==> src/jsu_pkg.sv <==
`timescale 1ns / 1ps

package jsu_pkg;

    // Result kinds
    typedef enum logic [1:0] {
        KIND_DATA    = 2'd0,
        KIND_CLOSED  = 2'd1,
        KIND_UNTERM  = 2'd2,
        KIND_NOQUOTE = 2'd3
    } t_kind;

    // Parser phase, one-hot
    typedef enum logic [4:0] {
        PH_START = 5'b00001,
        PH_TEXT  = 5'b00010,
        PH_ESC   = 5'b00100,
        PH_HEX   = 5'b01000,
        PH_DONE  = 5'b10000
    } t_phase;

    localparam int QUEUE_DEPTH = 4;
    localparam int QUEUE_AW    = $clog2(QUEUE_DEPTH);
    localparam int JOB_ITEMS   = 4;

    // Character codes
    localparam logic [7:0] CH_SPACE = 8'h20;
    localparam logic [7:0] CH_TAB   = 8'h09;
    localparam logic [7:0] CH_CR    = 8'h0D;
    localparam logic [7:0] CH_LF    = 8'h0A;
    localparam logic [7:0] CH_QUOTE = 8'h22;
    localparam logic [7:0] CH_BSL   = 8'h5C;
    localparam logic [7:0] CH_B     = 8'h62;
    localparam logic [7:0] CH_F     = 8'h66;
    localparam logic [7:0] CH_N     = 8'h6E;
    localparam logic [7:0] CH_R     = 8'h72;
    localparam logic [7:0] CH_T     = 8'h74;
    localparam logic [7:0] CH_U     = 8'h75;

    // Decoded control bytes
    localparam logic [7:0] BS_CODE = 8'h08;
    localparam logic [7:0] FF_CODE = 8'h0C;

    // UTF-8 limits and markers
    localparam logic [15:0] UTF_LIM1 = 16'h007F;
    localparam logic [15:0] UTF_LIM2 = 16'h07FF;
    localparam logic [7:0]  UTF_LEAD2 = 8'hC0;
    localparam logic [7:0]  UTF_LEAD3 = 8'hE0;
    localparam logic [7:0]  UTF_CONT  = 8'h80;
    localparam logic [5:0]  UTF_MASK  = 6'h3F;

    typedef struct packed {
        logic [7:0] in_byte;
        logic       frame_end;
    } t_in;

    typedef struct packed {
        logic [7:0] out_byte;
        t_kind      kind;
        logic       run_last;
    } t_out;

    typedef struct packed {
        logic [7:0] out_byte;
        t_kind      kind;
    } t_res;

    // All results caused by one input byte
    typedef struct packed {
        logic [2:0]                 cnt;
        t_res [JOB_ITEMS-1:0]       item;
    } t_job;

    typedef struct packed {
        logic       ok;
        logic [3:0] val;
    } t_hex;

    typedef struct packed {
        logic [1:0] cnt;
        logic [7:0] b2;
        logic [7:0] b1;
        logic [7:0] b0;
    } t_utf8;

    function automatic t_hex hex_digit(input logic [7:0] c);
        t_hex h;
        h.ok  = 1'b1;
        h.val = 4'd0;
        if (c >= 8'h30 && c <= 8'h39) begin
            h.val = 4'(c - 8'h30);
        end else if (c >= 8'h61 && c <= 8'h66) begin
            h.val = 4'(c - 8'h57);
        end else if (c >= 8'h41 && c <= 8'h46) begin
            h.val = 4'(c - 8'h37);
        end else begin
            h.ok = 1'b0;
        end
        return h;
    endfunction

    function automatic t_utf8 utf8_enc(input logic [15:0] code);
        t_utf8 u;
        u = '0;
        if (code <= UTF_LIM1) begin
            u.cnt = 2'd1;
            u.b0  = code[7:0];
        end else if (code <= UTF_LIM2) begin
            u.cnt = 2'd2;
            u.b0  = UTF_LEAD2 | {3'd0, code[10:6]};
            u.b1  = UTF_CONT | {2'd0, code[5:0] & UTF_MASK};
        end else begin
            u.cnt = 2'd3;
            u.b0  = UTF_LEAD3 | {4'd0, code[15:12]};
            u.b1  = UTF_CONT | {2'd0, code[11:6] & UTF_MASK};
            u.b2  = UTF_CONT | {2'd0, code[5:0] & UTF_MASK};
        end
        return u;
    endfunction

endpackage

==> src/jsu_front.sv <==
`timescale 1ns / 1ps

module jsu_front (
    input  logic          i_clk,
    input  logic          i_rst_n,
    input  logic          i_valid,
    input  jsu_pkg::t_in  i_data,
    input  logic          i_full,
    output logic          o_stall,
    output logic          o_push,
    output jsu_pkg::t_job o_job
);

    jsu_pkg::t_phase r_phase, n_phase;
    logic [2:0]      r_hcnt, n_hcnt;
    logic [15:0]     r_acc, n_acc;
    logic            r_run, n_run;

    jsu_pkg::t_job   job;
    jsu_pkg::t_hex   hv;
    jsu_pkg::t_utf8  u;
    logic [15:0]     acc_new;
    logic [2:0]      hcnt_new;
    logic [7:0]      c;
    logic            last;
    logic            open;
    logic            accept;

    assign o_stall = i_full;
    assign accept  = i_valid && !i_full;
    assign c       = i_data.in_byte;
    assign last    = i_data.frame_end;
    assign hv      = jsu_pkg::hex_digit(c);

    // Classify the byte and build its result list
    always_comb begin
        n_phase  = r_phase;
        n_hcnt   = r_hcnt;
        n_acc    = r_acc;
        n_run    = r_run;
        job      = '0;
        open     = 1'b0;
        acc_new  = r_acc;
        hcnt_new = r_hcnt + 3'd1;
        u        = jsu_pkg::utf8_enc(16'd0);
        unique case (r_phase)
            jsu_pkg::PH_START: begin
                if (c == jsu_pkg::CH_SPACE || c == jsu_pkg::CH_TAB ||
                    c == jsu_pkg::CH_CR || c == jsu_pkg::CH_LF) begin
                    if (last) begin
                        job.item[0].kind = jsu_pkg::KIND_NOQUOTE;
                        job.cnt = 3'd1;
                    end
                end else if (c == jsu_pkg::CH_QUOTE) begin
                    n_phase = jsu_pkg::PH_TEXT;
                    open    = 1'b1;
                end else begin
                    job.item[0].kind = jsu_pkg::KIND_NOQUOTE;
                    job.cnt = 3'd1;
                    n_phase = jsu_pkg::PH_DONE;
                end
            end
            jsu_pkg::PH_TEXT: begin
                if (c == jsu_pkg::CH_QUOTE) begin
                    job.item[0].kind = jsu_pkg::KIND_CLOSED;
                    job.cnt = 3'd1;
                    n_phase = jsu_pkg::PH_DONE;
                end else if (c == jsu_pkg::CH_BSL) begin
                    n_phase = jsu_pkg::PH_ESC;
                    open    = 1'b1;
                end else begin
                    job.item[0].out_byte = c;
                    job.item[0].kind     = jsu_pkg::KIND_DATA;
                    job.cnt = 3'd1;
                    open    = 1'b1;
                end
            end
            jsu_pkg::PH_ESC: begin
                open    = 1'b1;
                n_phase = jsu_pkg::PH_TEXT;
                job.item[0].kind = jsu_pkg::KIND_DATA;
                job.cnt = 3'd1;
                unique case (c)
                    jsu_pkg::CH_B: job.item[0].out_byte = jsu_pkg::BS_CODE;
                    jsu_pkg::CH_F: job.item[0].out_byte = jsu_pkg::FF_CODE;
                    jsu_pkg::CH_N: job.item[0].out_byte = jsu_pkg::CH_LF;
                    jsu_pkg::CH_R: job.item[0].out_byte = jsu_pkg::CH_CR;
                    jsu_pkg::CH_T: job.item[0].out_byte = jsu_pkg::CH_TAB;
                    jsu_pkg::CH_U: begin
                        n_phase = jsu_pkg::PH_HEX;
                        n_hcnt  = 3'd0;
                        n_acc   = 16'd0;
                        n_run   = 1'b1;
                        // A frame ending right after the escape still gives code 0
                        job.item[0].out_byte = 8'd0;
                        job.cnt = last ? 3'd1 : 3'd0;
                    end
                    default: job.item[0].out_byte = c;
                endcase
            end
            jsu_pkg::PH_HEX: begin
                open = 1'b1;
                if (r_run && hv.ok) begin
                    acc_new = {r_acc[11:0], hv.val};
                end else begin
                    n_run = 1'b0;
                end
                n_acc  = acc_new;
                n_hcnt = hcnt_new;
                if (hcnt_new >= 3'd4 || last) begin
                    u = jsu_pkg::utf8_enc(acc_new);
                    job.item[0].out_byte = u.b0;
                    job.item[1].out_byte = u.b1;
                    job.item[2].out_byte = u.b2;
                    job.item[0].kind = jsu_pkg::KIND_DATA;
                    job.item[1].kind = jsu_pkg::KIND_DATA;
                    job.item[2].kind = jsu_pkg::KIND_DATA;
                    job.cnt = {1'b0, u.cnt};
                    n_phase = jsu_pkg::PH_TEXT;
                    n_hcnt  = 3'd0;
                    n_acc   = 16'd0;
                    n_run   = 1'b1;
                end
            end
            jsu_pkg::PH_DONE: begin
                n_phase = jsu_pkg::PH_DONE;
            end
            default: begin
                n_phase = jsu_pkg::PH_DONE;
            end
        endcase

        // Close the frame: report an open string, then return to start
        if (last) begin
            if (open) begin
                job.item[job.cnt[1:0]].out_byte = 8'd0;
                job.item[job.cnt[1:0]].kind     = jsu_pkg::KIND_UNTERM;
                job.cnt = job.cnt + 3'd1;
            end
            n_phase = jsu_pkg::PH_START;
            n_hcnt  = 3'd0;
            n_acc   = 16'd0;
            n_run   = 1'b1;
        end
    end

    assign o_push = accept && (job.cnt != 3'd0);
    assign o_job  = job;

    // Advance parser state on each transfer
    always_ff @(posedge i_clk) begin
        if (!i_rst_n) begin
            r_phase <= jsu_pkg::PH_START;
            r_hcnt  <= 3'd0;
            r_acc   <= 16'd0;
            r_run   <= 1'b1;
        end else if (accept) begin
            r_phase <= n_phase;
            r_hcnt  <= n_hcnt;
            r_acc   <= n_acc;
            r_run   <= n_run;
        end
    end

endmodule

==> src/jsu_queue.sv <==
`timescale 1ns / 1ps

module jsu_queue (
    input  logic          i_clk,
    input  logic          i_rst_n,
    input  logic          i_push,
    input  jsu_pkg::t_job i_job,
    input  logic          i_pop,
    output logic          o_full,
    output logic          o_empty,
    output jsu_pkg::t_job o_head
);

    jsu_pkg::t_job                 r_mem [jsu_pkg::QUEUE_DEPTH];
    logic [jsu_pkg::QUEUE_AW-1:0]  r_wr, r_rd;
    logic [jsu_pkg::QUEUE_AW:0]    r_cnt, n_cnt;

    assign o_full  = (r_cnt == (jsu_pkg::QUEUE_AW+1)'(jsu_pkg::QUEUE_DEPTH));
    assign o_empty = (r_cnt == '0);
    assign o_head  = r_mem[r_rd];

    // Store the job at the write slot
    always_ff @(posedge i_clk) begin
        if (i_push) begin
            r_mem[r_wr] <= i_job;
        end
    end

    always_comb begin
        n_cnt = r_cnt;
        if (i_push && !i_pop) begin
            n_cnt = r_cnt + 1'b1;
        end else if (!i_push && i_pop) begin
            n_cnt = r_cnt - 1'b1;
        end
    end

    // Advance pointers and fill level
    always_ff @(posedge i_clk) begin
        if (!i_rst_n) begin
            r_wr  <= '0;
            r_rd  <= '0;
            r_cnt <= '0;
        end else begin
            if (i_push) begin
                r_wr <= r_wr + 1'b1;
            end
            if (i_pop) begin
                r_rd <= r_rd + 1'b1;
            end
            r_cnt <= n_cnt;
        end
    end

endmodule

==> src/jsu_back.sv <==
`timescale 1ns / 1ps

module jsu_back (
    input  logic          i_clk,
    input  logic          i_rst_n,
    input  logic          i_empty,
    input  jsu_pkg::t_job i_head,
    output logic          o_pop,
    input  logic          i_stall,
    output logic          o_valid,
    output jsu_pkg::t_out o_data
);

    logic [1:0]    r_idx;
    logic          r_ov;
    jsu_pkg::t_out r_out;
    logic          adv;
    logic          load;
    logic          is_last;

    assign adv     = !r_ov || !i_stall;
    assign load    = adv && !i_empty;
    assign is_last = ({1'b0, r_idx} == (i_head.cnt - 3'd1));
    assign o_pop   = load && is_last;

    // Hold payload while stalled, load next result when free
    always_ff @(posedge i_clk) begin
        if (load) begin
            r_out.out_byte <= i_head.item[r_idx].out_byte;
            r_out.kind     <= i_head.item[r_idx].kind;
            r_out.run_last <= is_last;
        end
    end

    always_ff @(posedge i_clk) begin
        if (!i_rst_n) begin
            r_ov  <= 1'b0;
            r_idx <= 2'd0;
        end else begin
            if (adv) begin
                r_ov <= load;
            end
            if (load) begin
                r_idx <= is_last ? 2'd0 : r_idx + 2'd1;
            end
        end
    end

    assign o_valid = r_ov;
    assign o_data  = r_out;

endmodule

==> src/json_string_unescaper_core.sv <==
// A result passes through the job queue and then the output register after its input byte
// is transferred.
// Throughput: one byte per cycle while each byte yields at most one result and the output
// is not stalled; the single output register drains one result per cycle when not stalled,
// so a \u escape giving three UTF-8 bytes holds the output for each in turn, absorbed by a four-job queue.
// Reset: synchronous, active low; parser returns to before the opening quote, queue empties.
`timescale 1ns / 1ps

module json_string_unescaper_core (
    input  logic          i_clk,
    input  logic          i_rst_n,
    input  logic          i_valid,
    input  jsu_pkg::t_in  i_data,
    output logic          o_stall,
    output logic          o_valid,
    output jsu_pkg::t_out o_data,
    input  logic          i_stall
);

    logic          q_push;
    logic          q_pop;
    logic          q_full;
    logic          q_empty;
    jsu_pkg::t_job q_job;
    jsu_pkg::t_job q_head;

    jsu_front u_front (
        .i_clk   (i_clk),
        .i_rst_n (i_rst_n),
        .i_valid (i_valid),
        .i_data  (i_data),
        .i_full  (q_full),
        .o_stall (o_stall),
        .o_push  (q_push),
        .o_job   (q_job)
    );

    jsu_queue u_queue (
        .i_clk   (i_clk),
        .i_rst_n (i_rst_n),
        .i_push  (q_push),
        .i_job   (q_job),
        .i_pop   (q_pop),
        .o_full  (q_full),
        .o_empty (q_empty),
        .o_head  (q_head)
    );

    jsu_back u_back (
        .i_clk   (i_clk),
        .i_rst_n (i_rst_n),
        .i_empty (q_empty),
        .i_head  (q_head),
        .o_pop   (q_pop),
        .i_stall (i_stall),
        .o_valid (o_valid),
        .o_data  (o_data)
    );

    // Never write a full queue
    a_no_overflow: assert property (@(posedge i_clk) disable iff (!i_rst_n)
        q_push |-> !q_full)
        else $error("job queue written while full");

    // Queued jobs always carry at least one result
    a_job_nonempty: assert property (@(posedge i_clk) disable iff (!i_rst_n)
        !q_empty |-> (q_head.cnt != 3'd0))
        else $error("empty job in queue");

    // A status result is always the last of its byte
    a_status_last: assert property (@(posedge i_clk) disable iff (!i_rst_n)
        (o_valid && o_data.kind != jsu_pkg::KIND_DATA) |-> o_data.run_last)
        else $error("status result not marked last");

    // Output is empty after reset
    a_reset_idle: assert property (@(posedge i_clk)
        !i_rst_n |=> !o_valid)
        else $error("output valid straight after reset");

endmodule
==> config.mk <==
export PLATFORM = sky130hd
export DESIGN_NAME = json_string_unescaper_core
export DESIGN_NICKNAME = d
export VERILOG_FILES = /design/src/jsu_pkg.sv /design/src/jsu_front.sv /design/src/jsu_queue.sv /design/src/jsu_back.sv /design/src/json_string_unescaper_core.sv
export SDC_FILE = /design/constraint.sdc
export NUM_CORES = 1
export LEC_CHECK = 0
export BUFFER_PORTS_ARGS = -buffer_cell sky130_fd_sc_hd__buf_2
export CORE_MARGIN = 1
export CORE_UTILIZATION = 60
export CTS_CLUSTER_DIAMETER = 100
export DETAILED_ROUTE_END_ITERATION = 10
export GPL_TIMING_DRIVEN = 0
export HOLD_SLACK_MARGIN = 0.15
export PLACE_DENSITY_LB_ADDON = 0.2
export SLEW_MARGIN = 10
export SYNTH_ARGS = -nofsm -noshare
export SYNTH_HDL_FRONTEND = slang
export SYNTH_HIERARCHICAL = 1
export SYNTH_SLANG_ARGS = --single-unit
==> constraint.sdc <==
create_clock -name i_clk -period 8.3 [get_ports i_clk]
set_input_delay 0.415 -clock i_clk [delete_from_list [all_inputs] [get_ports i_clk]]
set_output_delay 0.415 -clock i_clk [all_outputs]
set_load 0.05 [all_outputs]
# Word-level counts from Yosys, hierarchy flattened
# Memories as Yosys holds them, arrays and structs flattened. A register that Yosys moved wholly into a read port is not among the register bits.
# Cells that the tools add are included.
# classes
n_addsub	11
order_cmp	12
n_eq_ne	23
mux	75
n_reduce_logical	30
# op_table
operator	n
16-bit 2-to-1 mux	6
43-bit 2-to-1 mux	2
40-bit bitwise mux	2
8-bit by 7-bit == test with 1-bit output (second input constant)	7
8-bit case mux with 6 select lines	1
10-bit demux with 2-bit select	2
16-bit case mux with 2 select lines	1
10-bit 2-to-1 mux	3
30-bit 2-to-1 mux	1
5-bit 2-to-1 mux	6
8-bit by 4-bit == test with 1-bit output (second input constant)	3
3-bit 2-to-1 mux	8
8-bit 2-to-1 mux	3
8-bit case mux with 3 select lines	1
10-bit binary-select mux with 2-bit select	1
2-bit 2-to-1 mux	10
20-bit 2-to-1 mux	1
5-bit case mux with 4 select lines	1
8-bit by 6-bit == test with 1-bit output (second input constant)	2
8-bit by 7-bit >= comparator with 1-bit output (second input constant)	2
16-bit by 11-bit less-or-equal comparator with 1-bit output (second input constant)	1
16-bit by 7-bit less-or-equal comparator with 1-bit output (second input constant)	1
8-bit by 7-bit less-or-equal comparator with 1-bit output (second input constant)	2
1-bit 2-to-1 mux	16
other kinds (36)	68
# word_totals
ff_bits	46
mem_bits_rw	172
inputBits	13
out_inout_bits	13
n_memories	1
# mem_list
memory	words	word_bits	rd	rd_clocked_by_memory_dff	wr	line	rtl
u_queue.r_mem	4	43	1	1	1	jsu_queue.sv:14	jsu_pkg::t_job r_mem [jsu_pkg::QUEUE_DEPTH];

# Longest topological paths before layout
# Gate-level depths: netlist of the first run.
# depth
word_depth	27
depth_mapped	19

# Modules after synthesis
# The synthesis of the first run kept the hierarchy.
# by_module_without_submodules
mod	n_inst	cells_per_inst	area_per_inst_um2	seq_area_each_um2
jsu_queue	1	268	6705.2	5345.1
jsu_front	1	350	2603.7	500.5
jsu_back	1	45	793.3	390.4

# Worst setup path after synthesis of the first run
# OpenSTA, ideal clock, no wires.
# synth_path
path_type	input to register
start	input port i_data[1] (netlist bit)
end	memory u_queue/r_mem[0][0] (netlist bit) (enable)
arrival_ps	3966
required_ps	7895
slack_ps	3930
stages	14
cell_sequence	inv_1 ha_1 or3b_1 and4_4 buf_6 or2_1 buf_2 a311oi_1 nand2_1 inv_1 ha_1 a2111o_1 o311a_1 and2_1
# synth_between
elab_chain_cells	20
elab_cells_between_ends	53
cone_classes	add/sub (4); order compare (8); eq/ne (7); mux (25); reduce/logical (9)
# synth_lines
element	line	rtl
from (decl)	json_string_unescaper_core.sv:13	input jsu_pkg::t_in i_data,
8-bit by 7-bit >= comparator with 1-bit output or 8-bit by 7-bit less-or-equal comparator with 1-bit output (tied branches)	jsu_pkg.sv:94	end else if (c >= 8'h41 && c <= 8'h46) begin
1-bit logical AND	jsu_pkg.sv:94	
1-bit 2-to-1 mux	jsu_pkg.sv:94	
1-bit 2-to-1 mux	jsu_pkg.sv:92	end else if (c >= 8'h61 && c <= 8'h66) begin
1-bit 2-to-1 mux	jsu_pkg.sv:90	if (c >= 8'h30 && c <= 8'h39) begin
1-bit logical AND	jsu_front.sv:103	if (r_run && hv.ok) begin
16-bit 2-to-1 mux	jsu_front.sv:103	
16-bit 2-to-1 mux	jsu_front.sv:46	unique case (r_phase)
(+5 left out)	n/a	
3-bit by 1-bit adder with 3-bit output	jsu_front.sv:138	job.cnt = job.cnt + 3'd1;
43-bit 2-to-1 mux	jsu_front.sv:135	if (open) begin
43-bit 2-to-1 mux (*)	jsu_front.sv:134	if (last) begin
3-bit nonzero test (*)	jsu_front.sv:147	assign o_push = accept && (job.cnt != 3'd0);
1-bit logical AND (*)	jsu_front.sv:147	
via q_push	json_string_unescaper_core.sv:20	logic q_push;
1-bit 2-to-1 mux (*)	jsu_queue.sv:24	if (i_push) begin
1-bit 2-to-1 mux (implied by the code) (*)	jsu_queue.sv:25	r_mem[r_wr] <= i_job;
to (decl)	jsu_queue.sv:14	
# Mark *: on every way through the listed nets, which the timed path passes. The rest lies on a longest branch. The select of a mux whose other input is x is not followed.

# Worst setup path after layout of the first run
# layout_path
start	input port i_data[1] (netlist bit)
end	register u_queue/r_cnt[2] (netlist bit)
# layout_between
elab_chain_cells	21
elab_cells_between_ends	56
cone_classes	add/sub (4); order compare (8); eq/ne (7); mux (24); reduce/logical (13)
# layout_lines
element	line	rtl
8-bit by 7-bit >= comparator with 1-bit output or 8-bit by 7-bit less-or-equal comparator with 1-bit output (tied branches)	jsu_pkg.sv:94	
1-bit logical AND	jsu_pkg.sv:94	
1-bit 2-to-1 mux	jsu_pkg.sv:94	
1-bit 2-to-1 mux	jsu_pkg.sv:92	
1-bit 2-to-1 mux	jsu_pkg.sv:90	
1-bit logical AND	jsu_front.sv:103	
16-bit 2-to-1 mux	jsu_front.sv:103	
16-bit 2-to-1 mux	jsu_front.sv:46	
(+6 left out)	n/a	
43-bit 2-to-1 mux	jsu_front.sv:135	
43-bit 2-to-1 mux (*)	jsu_front.sv:134	
3-bit nonzero test (*)	jsu_front.sv:147	
1-bit logical AND (*)	jsu_front.sv:147	
via q_push	json_string_unescaper_core.sv:20	
1-bit logical NOT	jsu_queue.sv:33	end else if (!i_push && i_pop) begin
1-bit logical AND	jsu_queue.sv:33	
2-bit nonzero test (no line)	n/a	
to (signal assigned)	jsu_queue.sv:51	r_cnt <= n_cnt;
to (decl)	jsu_queue.sv:16	logic [jsu_pkg::QUEUE_AW:0] r_cnt, n_cnt;
# Marked as above.
# A chain may end at the register's enable or synchronous reset.

==> parameters.txt, run 1 <==
Parameter                              Value

Power
  Part of the power in the clock network    31.9%
  Pint    2.24 mW
  Relative contribution of sequential cells to total power    44.6%
  Switch share    28.0%
  Leakage    3.91 nW
  Worst IR drop on VDD    0.000134 V
  Power Dens Cells    about 270 nW/µm²
  Switching power    about 0.87 mW
  Total Power    3.11 mW
  Logic pwr share    23.5%

Yosys
  Count of distinct cell types in the synthesized netlist    79
  Primary flip-flop cell chosen by synthesis mapping    sky130_fd_sc_hd__edfxtp_1
  Synth Register Bits    220
  Cells after synthesis    663
  Most area-consuming cells after synthesis    sky130_fd_sc_hd__edfxtp_1, sky130_fd_sc_hd__mux4_2, sky130_fd_sc_hd__dfxtp_1
  Share of async-settable or async-resettable flops after synthesis    0%
  Fraction of synthesized cell area taken by the top area cell type    54.4%
  Cell type with the largest total area after synthesis    sky130_fd_sc_hd__edfxtp_1
  Syn avg cell area    15.2 µm²
  Number of synthesized flops with an enable pin    183
  Fraction of the yosys area taken by sequential cells    between 60% and 70%
  Post-Synthesis Cell Area    10100 µm²
  Synth warnings    6

Layout
  Fin nets    between 700 and 800
  Area occupied by multi-input gates    between 3000 and 4000 µm²
  Share of post-route cells with drive strength above 1    23.0%
  Filler Cells Inserted    1093
  Layout-stage area growth over the synthesis result    12.5%
  Combined flip-flop and latch cell area    6240 µm²
  Finished Cell Area    11400 µm²
  Antenna fix cells    0
  Most common library cell in the layout ignoring fill and taps    sky130_fd_sc_hd__edfxtp_1
  Most frequent cells in the layout    sky130_fd_sc_hd__edfxtp_1, sky130_fd_sc_hd__mux4_2, sky130_fd_sc_hd__nand2_1, sky130_fd_sc_hd__dfxtp_1, sky130_fd_sc_hd__buf_2

Hold path
  Hold Crit Class    primary input to register
  Hold Path Origin    i_stall

Clocking
  Post-CTS resize count    0
  Number of H-tree levels    1
  Cell at the root of the clock tree    sky130_fd_sc_hd__clkbuf_16
  TritonCTS clock tree    built
  TritonCTS Sinks    220
  Clock Tree Buf Depth    3
  Clock Pin Slew Worst Setup and Hold Paths    60 ps
  Number of buffers inserted during clock tree synthesis    23
  Setup bufs post-CTS    0
  Clk_lat worst skew    500 ps
  Quantity of hold-fixing buffers added after cts    0

Floorplanning
  Die boundary height    ~130 µm
  Number of placed I/O pins    26
  Die ar.    17400 µm²
  Initial core utilization    61.1%
  Die X-Extent    132 µm
  Site row count    47
  Core region area    16500 µm²

Detailed routing
  Drt first pass iters    5
  Detailed-route via count    6090
  Total wirelength of the detailed-routed design    22200 µm
  Wire length per cell after detailed routing    23.0 µm
  Highest routed metal layer    met4
  Initial detailed-routing violation count    643
  Met3 WL    roughly 1300 µm
  WL met1    around 9000 µm
  Routed length on met2    11300 µm
  Antenna violation net count after detailed routing    0
  Number of remaining DRC errors    0
  Via density per instance    around 6.3

STA
  Final setup fails    0
  Slew HR    22.9%
  Unrepaired setup endpoints after global routing    no
  Final Cycle Share    56.4%
  Final worst clock skew    9.18 ps
  Maximum achievable frequency    214 MHz
  Final Slew Violations    0
  Final Hold Fails    0
  Setup TNS Final    0 ps
  Post-layout min period    between 4000 and 5000 ps
  Transition at the pin with the smallest max-transition slack    1150 ps

Worst setup path
  Family with the most delay on the worst path    simple AND/OR/NAND/NOR gates
  Kind of end point of the critical path    register
  Worst flop-to-flop path startpoint    u_front/r_acc[10]
  Setup crit start    i_data[1]
  Worst endpoint data arrival time    5100 ps
  CP Data Required Time    8720 ps
  Buffering stage count on the worst path with inverters included    6
  Classification of the worst setup path    primary input to register
  Crit-path cells    buf_2 > inv_1 > ha_1 > or3b_1 > and4_4 > buf_6 > or2_1 > buf_2 > a311oi_1 > nand2_1 > inv_1 > ha_1 > a2111o_1 > o311a_1 > ha_1 > inv_1 > fa_1 > xor2_1 > or3_1 > a21boi_0
  Crit-path max FO    10
  Slowest Stage Delay on Critical Path    600 ps
  Startpoint type of the worst setup path    primary input
  Slowest cell on the critical path    sky130_fd_sc_hd__a311oi_1

Global routing
  Largest net degree at the start of global routing    29
  Initial antenna violation count    0
  GRT overflow    0
  Wire length of the first global-routing pass    34900 µm
  Number of global-route vias before repair    6272
  Total GRT Usage    a little over a quarter

Place
  DP HPWL    14900 µm
  PortBufs    23
  Post-place instance area    10600 µm²
  Routability Congestion    0.904

Run
  Number of max-capacitance violations reported    0

Outcome
  Outcome    complete, no violations
==> sequential cells by signal (all words and copies together) (netlist names), named ones only <==
name             count
u_front/r_run        1
u_queue/r_wr         2
u_back/o_valid       1
u_front/r_hcnt       3
u_front/r_acc       16
u_queue/r_rd         2
u_queue/r_cnt        3
u_front/r_phase      5
u_queue/r_mem      172
u_back/r_idx         2
u_back/o_data       11
==> layout make-up <==
cell class | instances | share of cell area (%)
flip-flops and latches | 220 | 54.9
clock inverters | 11 | 0.991
clock buffers | 29 | 5.44
repair buffers | 27 | 1.78
well taps | 220 | 2.42
multi-input cells | 385 | 30.6
plain buffers | 50 | 3.20
inverters | 20 | 0.661
==> path summary, 6_finish.rpt <==
check	end	slack (ps)	depth (start not counted)
max	u_queue/r_cnt[2]	3620	20
max reg2reg	u_queue/r_cnt[2]	3740	17
min reg2reg	u_front/r_hcnt[1]	460	2
min	u_back/o_valid	200	3
==> layer usage <==
layer  up-vias  GRT usage, %
met1      3071          34.7
met2       241          45.9
met3        56          3.54
met5         -             0
met4         0          8.72
li1       2722             -
==> cells in the mapped netlist, types with 3 or more instances <==
library cell	number
sky130_fd_sc_hd__edfxtp_1	183
sky130_fd_sc_hd__mux4_2	46
sky130_fd_sc_hd__nand2_1	39
sky130_fd_sc_hd__dfxtp_1	37
sky130_fd_sc_hd__nor2_1	27
sky130_fd_sc_hd__a21oi_1	22
sky130_fd_sc_hd__inv_1	18
sky130_fd_sc_hd__o21ai_0	18
sky130_fd_sc_hd__buf_4	16
sky130_fd_sc_hd__clkbuf_1	16
sky130_fd_sc_hd__and2_1	15
sky130_fd_sc_hd__ha_1	15
sky130_fd_sc_hd__mux2i_1	14
sky130_fd_sc_hd__nor3_1	14
sky130_fd_sc_hd__a22o_1	12
sky130_fd_sc_hd__nand3_1	11
sky130_fd_sc_hd__buf_2	10
sky130_fd_sc_hd__a211oi_1	8
sky130_fd_sc_hd__mux4_1	7
sky130_fd_sc_hd__or2_2	7
sky130_fd_sc_hd__and3_1	6
sky130_fd_sc_hd__nor2b_1	6
sky130_fd_sc_hd__nor4_1	6
sky130_fd_sc_hd__buf_12	5
sky130_fd_sc_hd__nand2b_1	5
sky130_fd_sc_hd__xnor2_1	5
sky130_fd_sc_hd__xor2_1	5
sky130_fd_sc_hd__nor2b_2	4
sky130_fd_sc_hd__o2111ai_1	4
sky130_fd_sc_hd__or3_1	4
sky130_fd_sc_hd__a2111oi_0	3
sky130_fd_sc_hd__a21boi_0	3
sky130_fd_sc_hd__a21oi_2	3
sky130_fd_sc_hd__a311oi_1	3
sky130_fd_sc_hd__buf_6	3
sky130_fd_sc_hd__nand3b_1	3
sky130_fd_sc_hd__o211ai_1	3
sky130_fd_sc_hd__o221ai_1	3
sky130_fd_sc_hd__o22ai_1	3
==> power by group through the flow <==
stage,clock [mW],combinational (mW),sequential (mW)
floorplan,0,0.443,1.51
global placement,0,0.703,1.40
detailed placement,0,0.732,1.41
CTS,1.00,0.736,1.39
global route,1.05,0.774,1.40
finish,0.994,0.730,1.39
==> metrics by stage <==
| step | hold slack [ps] | setup WS (ps) | utilization, % | std cells |
|---|---|---|---|---|
| after floorplan | 436 | 3930 | - | 675 |
| after global placement | 443 | 2300 | 63.8 | 918 |
| after detailed placement | 454 | 3160 | 64.3 | 922 |
| after CTS | 185 | 3660 | 68.8 | 962 |
| after global routing | 199 | 3410 | 68.8 | 962 |
| final | 201 | 3620 | 68.8 | 962 |
==> worst register-to-register path: cells and delay by family, from the launching register on <==
| family | cells | cell delay [ps] |
|---|---|---|
| compound gates | 4 | 1180 |
| xor+xnor | 1 | 160 |
| fa+ha+maj | 3 | 770 |
| buf+inv | 4 | 890 |
| flops | 1 | 300 |
| simple gates | 5 | 1180 |
==> cells by family after synthesis <==
kind of cell | Yosys count | share of synthesized area (%)
adders and majority gates | 16 | 2.06
AOI/OAI and AO/OA | 105 | 7.67
buffers and inverters | 70 | 4.35
other | 1 | 0.0371
muxes | 71 | 14.0
and+or+nand+nor | 170 | 9.33
DFF | 220 | 61.7
xor gates and xnor gates | 10 | 0.867
(Power assumes the default switching activity.)
==> run 2, diff against run 1 <==
==> constraint.sdc (replaced) <==
create_clock -name i_clk -period 4.8 [get_ports i_clk]
set_input_delay 0.24 -clock i_clk [delete_from_list [all_inputs] [get_ports i_clk]]
set_output_delay 0.24 -clock i_clk [all_outputs]
set_load 0.05 [all_outputs]
==> parameters.txt, run 2 (synthesis gave the netlist of run 1 again) <==
Parameter                              Value

Layout
  Most flop-heavy register    u_queue/r_mem
  Flip-flop count of the largest register, all copies and words added    172
  Antenna fix cells    0
  Post-Route Utilization    69.0%
  Fin nets    roughly 760
  Share of post-route cells with drive strength above 1    23.0%
  Most frequent cells in the layout    sky130_fd_sc_hd__edfxtp_1, sky130_fd_sc_hd__mux4_2, sky130_fd_sc_hd__nand2_1, sky130_fd_sc_hd__dfxtp_1, sky130_fd_sc_hd__buf_2
  Finished Cell Area    11400 µm²
  Most common library cell in the layout ignoring fill and taps    sky130_fd_sc_hd__edfxtp_1
  Layout-stage area growth over the synthesis result    12.8%
  Filler Cells Inserted    about 1.1k

STA
  Unrepaired setup endpoints after global routing    no
  Final Hold Fails    0
  Final Slew Violations    0
  Transition at the pin with the smallest max-transition slack    1140 ps
  Slew HR    23.6%
  Post-layout min period    4500 ps
  Final worst clock skew    between 8 and 9 ps
  Final setup fails    0
  Final Cycle Share    93.7%
  Maximum achievable frequency    approximately 220 MHz

Floorplanning
  Die X-Extent    132 µm
  Core region area    16500 µm²
  Die ar.    between 15000 and 20000 µm²
  Initial core utilization    61.1%
  Site row count    47
  Number of placed I/O pins    26
  Die boundary height    132 µm

Place
  PortBufs    23
  DP HPWL    between 10000 and 15000 µm
  Routability Congestion    0.904
  Post-place instance area    around 11000 µm²

Clocking
  Clock Pin Slew Worst Setup and Hold Paths    roughly 60 ps
  TritonCTS Sinks    220
  Clock Tree Buf Depth    3
  Number of H-tree levels    1
  Cell at the root of the clock tree    sky130_fd_sc_hd__clkbuf_16
  Number of buffers inserted during clock tree synthesis    23
  Clk_lat worst skew    500 ps
  Post-CTS resize count    0
  TritonCTS clock tree    built

Detailed routing
  Via density per instance    6.36
  Highest routed metal layer    met4
  Routed length on met2    11300 µm
  Wire length per cell after detailed routing    23.1 µm
  Detailed-route via count    6138
  Drt first pass iters    5
  WL met1    about 9000 µm
  Initial detailed-routing violation count    591
  Total wirelength of the detailed-routed design    22300 µm
  Met3 WL    1190 µm
  Antenna violation net count after detailed routing    0
  Number of remaining DRC errors    0

Hold path
  Hold Path Stages    2
  Hold Crit Class    primary input to register

Worst setup path
  Crit-path cells    buf_2 > inv_1 > ha_1 > or3b_1 > and4_4 > buf_6 > or2_1 > buf_2 > a311oi_1 > nand2_1 > inv_1 > ha_1 > a2111o_1 > o311a_1 > ha_1 > inv_1 > fa_1 > xor2_1 > or3_1 > a21boi_0
  Worst endpoint data arrival time    4920 ps
  CP Data Required Time    5220 ps
  Slowest Stage Delay on Critical Path    590 ps
  Crit-path max FO    10
  Classification of the worst setup path    primary input to register
  Startpoint type of the worst setup path    primary input
  Slowest cell on the critical path    sky130_fd_sc_hd__a311oi_1
  Kind of end point of the critical path    register
  Depth of the worst register-to-register path    16

Power
  Relative contribution of sequential cells to total power    between 40% and 50%
  Total Power    5.38 mW
  Switch share    27.9%
  Pint    3.88 mW
  Switching power    1.50 mW
  Leakage    3.92 nW
  Power Dens Cells    approximately 470 nW/µm²
  Logic pwr share    23.6%
  Worst IR drop on VDD    0.000231 V
  Part of the power in the clock network    31.8%

Outcome
  Outcome    complete, no violations

Global routing
  Total GRT Usage    26.6%
  Number of global-route vias before repair    6294
  Initial antenna violation count    0
  Largest net degree at the start of global routing    29
  Wire length of the first global-routing pass    between 30000 and 40000 µm
  GRT overflow    0

Run
  Number of max-capacitance violations reported    0
run 2: changes by cell type in the layout (fill, tap and decap cells not counted), sizes merged:
cell / delta
dlygate4sd3: +4
clkbuf: -1
run 2: timing repair:
action | 4_1_cts | 5_1_grt
buffers inserted | 0 | 0
endpoints found under the hold margin | 13 | 0
setup endpoints to repair | 0 | 1
hold buffers | 4 | 0
run 2: final cells by class:
class / instances / area, µm² / share of cell area [%]
clock inverters: 11 / 113 / 0.988
inverters: 20 / 75.1 / 0.659
repair buffers: 31 / 243 / 2.13
multi-input cells: 385 / 3480 / 30.5
clock buffers: 29 / 618 / 5.42
flip-flops and latches: 220 / 6240 / 54.7
plain buffers: 49 / 360 / 3.16
well taps: 220 / 275 / 2.42
run 2: path summary, 6_finish.rpt:
| path | slack, ps | from | end |
|---|---|---|---|
| worst max-delay path | 300 | i_data[1] | u_queue/r_cnt[2] |
| worst min-delay path | 270 | i_data[0] | u_queue/r_mem[1][21] |
| worst max register to register | 440 | u_front/r_acc[10] | u_queue/r_cnt[2] |
| worst min register to register | 460 | u_front/r_hcnt[1] | u_front/r_hcnt[1] |
run 2: worst max-delay path: cells and delay by family:
family / cells / cell delay (ps)
buffers and inverters: 6 / 810
xor gates and xnor gates: 1 / 160
and+or+nand+nor: 5 / 1420
AOI/OAI and AO/OA: 4 / 1170
adders and majority gates: 4 / 1100
run 2: metal layers:
metal	up-vias	track usage (%)
met1	3109	34.9
met2	243	46.1
met3	53	3.50
met5	-	0
met4	0	8.79
li1	2733	-
run 2: power by group through the flow:
| stage | logic [mW] | clock network [mW] | registers (mW) |
|---|---|---|---|
| after floorplan | 0.765 | 0 | 2.61 |
| after global placement | 1.22 | 0 | 2.43 |
| final | 1.27 | 1.71 | 2.40 |
| after detailed placement | 1.27 | 0 | 2.44 |
| after CTS | 1.28 | 1.73 | 2.40 |
| after global routing | 1.35 | 1.82 | 2.42 |
run 2: through the flow:
| step | std cells | hold slack, ps | setup slack (ps) | setup TNS (ps) |
|---|---|---|---|---|
| after floorplan | 675 | 362 | 605 | 0 |
| after global placement | 918 | 443 | -1030 | -174830 |
| after detailed placement | 922 | 454 | -166 | -5030 |
| after CTS | 966 | 253 | 335 | 0 |
| after global routing | 965 | 269 | 79.2 | 0 |
| final | 965 | 267 | 303 | 0 |
==> run 3, diff against run 2 <==
--- a/config.mk
+++ b/config.mk
@@ -5,6 +5,7 @@
 export SDC_FILE = /design/constraint.sdc
 export NUM_CORES = 1
 export LEC_CHECK = 0
+export ABC_AREA = 1
 export BUFFER_PORTS_ARGS = -buffer_cell sky130_fd_sc_hd__buf_2
 export CORE_MARGIN = 1
 export CORE_UTILIZATION = 60
==> constraint.sdc (replaced) <==
create_clock -name i_clk -period 4.5 [get_ports i_clk]
set_input_delay 0.225 -clock i_clk [delete_from_list [all_inputs] [get_ports i_clk]]
set_output_delay 0.225 -clock i_clk [all_outputs]
set_load 0.05 [all_outputs]
==> parameters.txt, run 3 <==
Parameter                              Value

Layout
  Fin nets    1094
  Share of post-route cells with drive strength above 1    15.4%
  Most common library cell in the layout ignoring fill and taps    sky130_fd_sc_hd__edfxtp_1
  Antenna fix cells    0
  Most flop-heavy register    u_queue/r_mem
  Flip-flop count of the largest register, all copies and words added    172
  Post-Route Utilization    69.4%
  Filler Cells Inserted    1234
  Combined flip-flop and latch cell area    6240 µm²
  Most frequent cells in the layout    sky130_fd_sc_hd__edfxtp_1, sky130_fd_sc_hd__nor2_1, sky130_fd_sc_hd__o21ai_0, sky130_fd_sc_hd__nand2_1, sky130_fd_sc_hd__inv_1
  Finished Cell Area    about 12000 µm²
  Layout-stage area growth over the synthesis result    12.7%
  Area occupied by multi-input gates    3300 µm²
  Final standard cell count with taps included and fillers excluded    1301

Yosys
  Syn avg cell area    10.3 µm²
  Most repeated cell in the gate-level netlist after synthesis    sky130_fd_sc_hd__edfxtp_1
  Fraction of the yosys area taken by sequential cells    60.9%
  Synth warnings    6
  Number of synthesized flops with an enable pin    183
  Leading cell types by count after synthesis    sky130_fd_sc_hd__edfxtp_1, sky130_fd_sc_hd__nor2_1, sky130_fd_sc_hd__o21ai_0, sky130_fd_sc_hd__nand2_1, sky130_fd_sc_hd__inv_1
  Most area-consuming cells after synthesis    sky130_fd_sc_hd__edfxtp_1, sky130_fd_sc_hd__dfxtp_1, sky130_fd_sc_hd__nor2_1
  Synth Register Bits    between 200 and 250
  Primary flip-flop cell chosen by synthesis mapping    sky130_fd_sc_hd__edfxtp_1
  Count of distinct cell types in the synthesized netlist    46
  Fraction of synthesized cell area taken by the top area cell type    53.6%
  Post-Synthesis Cell Area    10200 µm²
  Cells after synthesis    995
  Cell type with the largest total area after synthesis    sky130_fd_sc_hd__edfxtp_1
  Share of async-settable or async-resettable flops after synthesis    0%

Detailed routing
  Detailed-route via count    7498
  Initial detailed-routing violation count    between 700 and 800
  Wire length per cell after detailed routing    18.3 µm
  Antenna violation net count after detailed routing    0
  Total wirelength of the detailed-routed design    between 20000 and 25000 µm
  Drt first pass iters    7
  Via density per instance    5.76
  Number of remaining DRC errors    0

Power
  Switching power    2.06 mW
  Power Dens Cells    534 nW/µm²
  Leakage    between 4 and 5 nW
  Switch share    33.4%
  Worst IR drop on VDD    0.000373 V
  Part of the power in the clock network    29.6%
  Logic pwr share    28.0%
  Relative contribution of sequential cells to total power    42.4%
  Pint    roughly 4.1 mW
  Total Power    6.16 mW

Worst setup path
  Kind of end point of the critical path    register
  Internal reg-to-reg setup slack    740 ps
  Worst endpoint data arrival time    4060 ps
  Crit-path max FO    23
  Worst flop-to-flop path endpoint    u_queue/r_mem[0][23]
  Worst flop-to-flop path startpoint    u_front/r_phase[0]
  Depth of the worst register-to-register path    16
  Crit-path cells    buf_2 > inv_1 > ha_1 > inv_1 > nand3_1 > nand3_4 > nand2_4 > nand2_4 > buf_12 > buf_6 > o21ai_2 > nand4_1 > nand3_1 > nand2_2 > nand2_2 > inv_1 > ha_1 > nand2_1 > nand2_1 > nor2_1 > a21oi_2 > nand2_1 > inv_2 > buf_12
  Classification of the worst setup path    primary input to register
  Startpoint type of the worst setup path    primary input
  Family with the most delay on the worst path    buffers and inverters
  Slowest Stage Delay on Critical Path    470 ps
  Slowest cell on the critical path    sky130_fd_sc_hd__inv_2
  CP Data Required Time    4700 ps
  Buffering stage count on the worst path with inverters included    8

Hold path
  Hold Crit Class    primary input to register
  Hold Path Origin    i_valid
  Hold Path Stages    5
  Hold path endpoint    u_front/r_phase[0]

STA
  Final Cycle Share    86.0%
  Final worst clock skew    about 6.6 ps
  Final Slew Violations    0
  Final Hold Fails    0
  Unrepaired setup endpoints after global routing    no
  Transition at the pin with the smallest max-transition slack    between 700 and 800 ps
  Post-layout min period    3870 ps
  Setup TNS Final    0 ps
  Maximum achievable frequency    259 MHz
  Final setup fails    0
  Slew HR    47.5%

Outcome
  Outcome    complete, no violations

Floorplanning
  Die ar.    17600 µm²
  Die boundary height    133 µm
  Initial core utilization    61.6%
  Number of placed I/O pins    26
  Die X-Extent    roughly 130 µm
  Core region area    16600 µm²
  Site row count    47

Global routing
  Initial antenna violation count    0
  Largest net degree at the start of global routing    34
  Wire length of the first global-routing pass    37100 µm
  Number of global-route vias before repair    just over 7k
  GRT overflow    0
  Total GRT Usage    27.5%

Clocking
  Cell at the root of the clock tree    sky130_fd_sc_hd__clkbuf_16
  Clock Pin Slew Worst Setup and Hold Paths    about 60 ps
  Setup bufs post-CTS    0
  Clk_lat worst skew    500 ps
  Number of H-tree levels    1
  Number of buffers inserted during clock tree synthesis    23
  Post-CTS resize count    0
  TritonCTS Sinks    220
  Quantity of hold-fixing buffers added after cts    4
  TritonCTS clock tree    built
  Clock Tree Buf Depth    3

Place
  DP HPWL    15900 µm
  PortBufs    25
  Post-place instance area    10800 µm²
  Routability Congestion    0.949
  Placed Cells incl. Taps    1256

Run
  Number of max-capacitance violations reported    0
## run 3: stage by stage
step / setup WS, ps / hold slack (ps)
after global placement: -631 / 431
after detailed placement: 147 / 435
after CTS: 650 / 170
after global routing: 337 / 238
after floorplan: 637 / 294
final: 632 / 179
## run 3: routing by layer
metal	part of all wire, %	vias to the layer above	GRT usage, %
li1	-	3587	-
met2	48	345	45.3
met3	7.7	51	4.44
met5	0	-	0
met4	3.2	0	12.1
met1	41	3515	36.3
## run 3: worst register-to-register path, delay by kind of cell, from the launching register on
| family | cells | cell delay, ps |
|---|---|---|
| AO/OA/AOI/OAI | 1 | 270 |
| adder cells (fa/ha/maj) | 1 | 270 |
| buffers and inverters | 4 | 950 |
| AND/OR/NAND/NOR | 10 | 1620 |
| flip-flops | 1 | 320 |
## run 3: worst max-delay path by stage
stage                          from                    to  slack [ps]  depth (start not counted)
after floorplan           i_data[1]   u_queue/r_mem[0][0]         640                         22
after CTS                 i_data[1]  u_queue/r_mem[0][22]         650                         24
after detailed placement  i_data[1]  u_queue/r_mem[0][28]         150                         24
after global routing      i_data[1]  u_queue/r_mem[0][22]         340                         24
final                     i_data[1]  u_queue/r_mem[0][23]         630                         24
after global placement    i_data[1]  u_queue/r_mem[3][29]        -630                         23
## run 3: final cells by class
type                            instances  share of cell area, %
Sequential cell                       220                   54.0
Multi-Input combinational cell        631                   28.6
Buffer                                 57                   3.34
Inverter                               99                   3.24
Clock buffer                           29                   5.35
Tap cell                              220                   2.38
Timing Repair Buffer                   33                   2.12
Clock inverter                         12                   1.01
## run 3: power by group through the flow
| stage | registers, mW | logic, mW | clock network (mW) |
|---|---|---|---|
| after detailed placement | 2.65 | 1.68 | 0 |
| final | 2.61 | 1.73 | 1.82 |
| after CTS | 2.62 | 1.71 | 1.85 |
| after global routing | 2.63 | 1.87 | 1.94 |
| after floorplan | 2.85 | 0.987 | 0 |
| after global placement | 2.66 | 1.62 | 0 |
## run 3: cells by family (layout without fill, tap and decap cells)
kind of cell / count (synthesis) / after routing / synth area share, %
other cells: 1 / 13 / 0.0366
simple gates: 348 / 348 / 15.5
buf+inv: 156 / 230 / 7.41
compound gates: 251 / 251 / 13.9
flops: 220 / 220 / 60.9
fa+ha+maj: 16 / 16 / 2.03
xor+xnor: 3 / 3 / 0.257
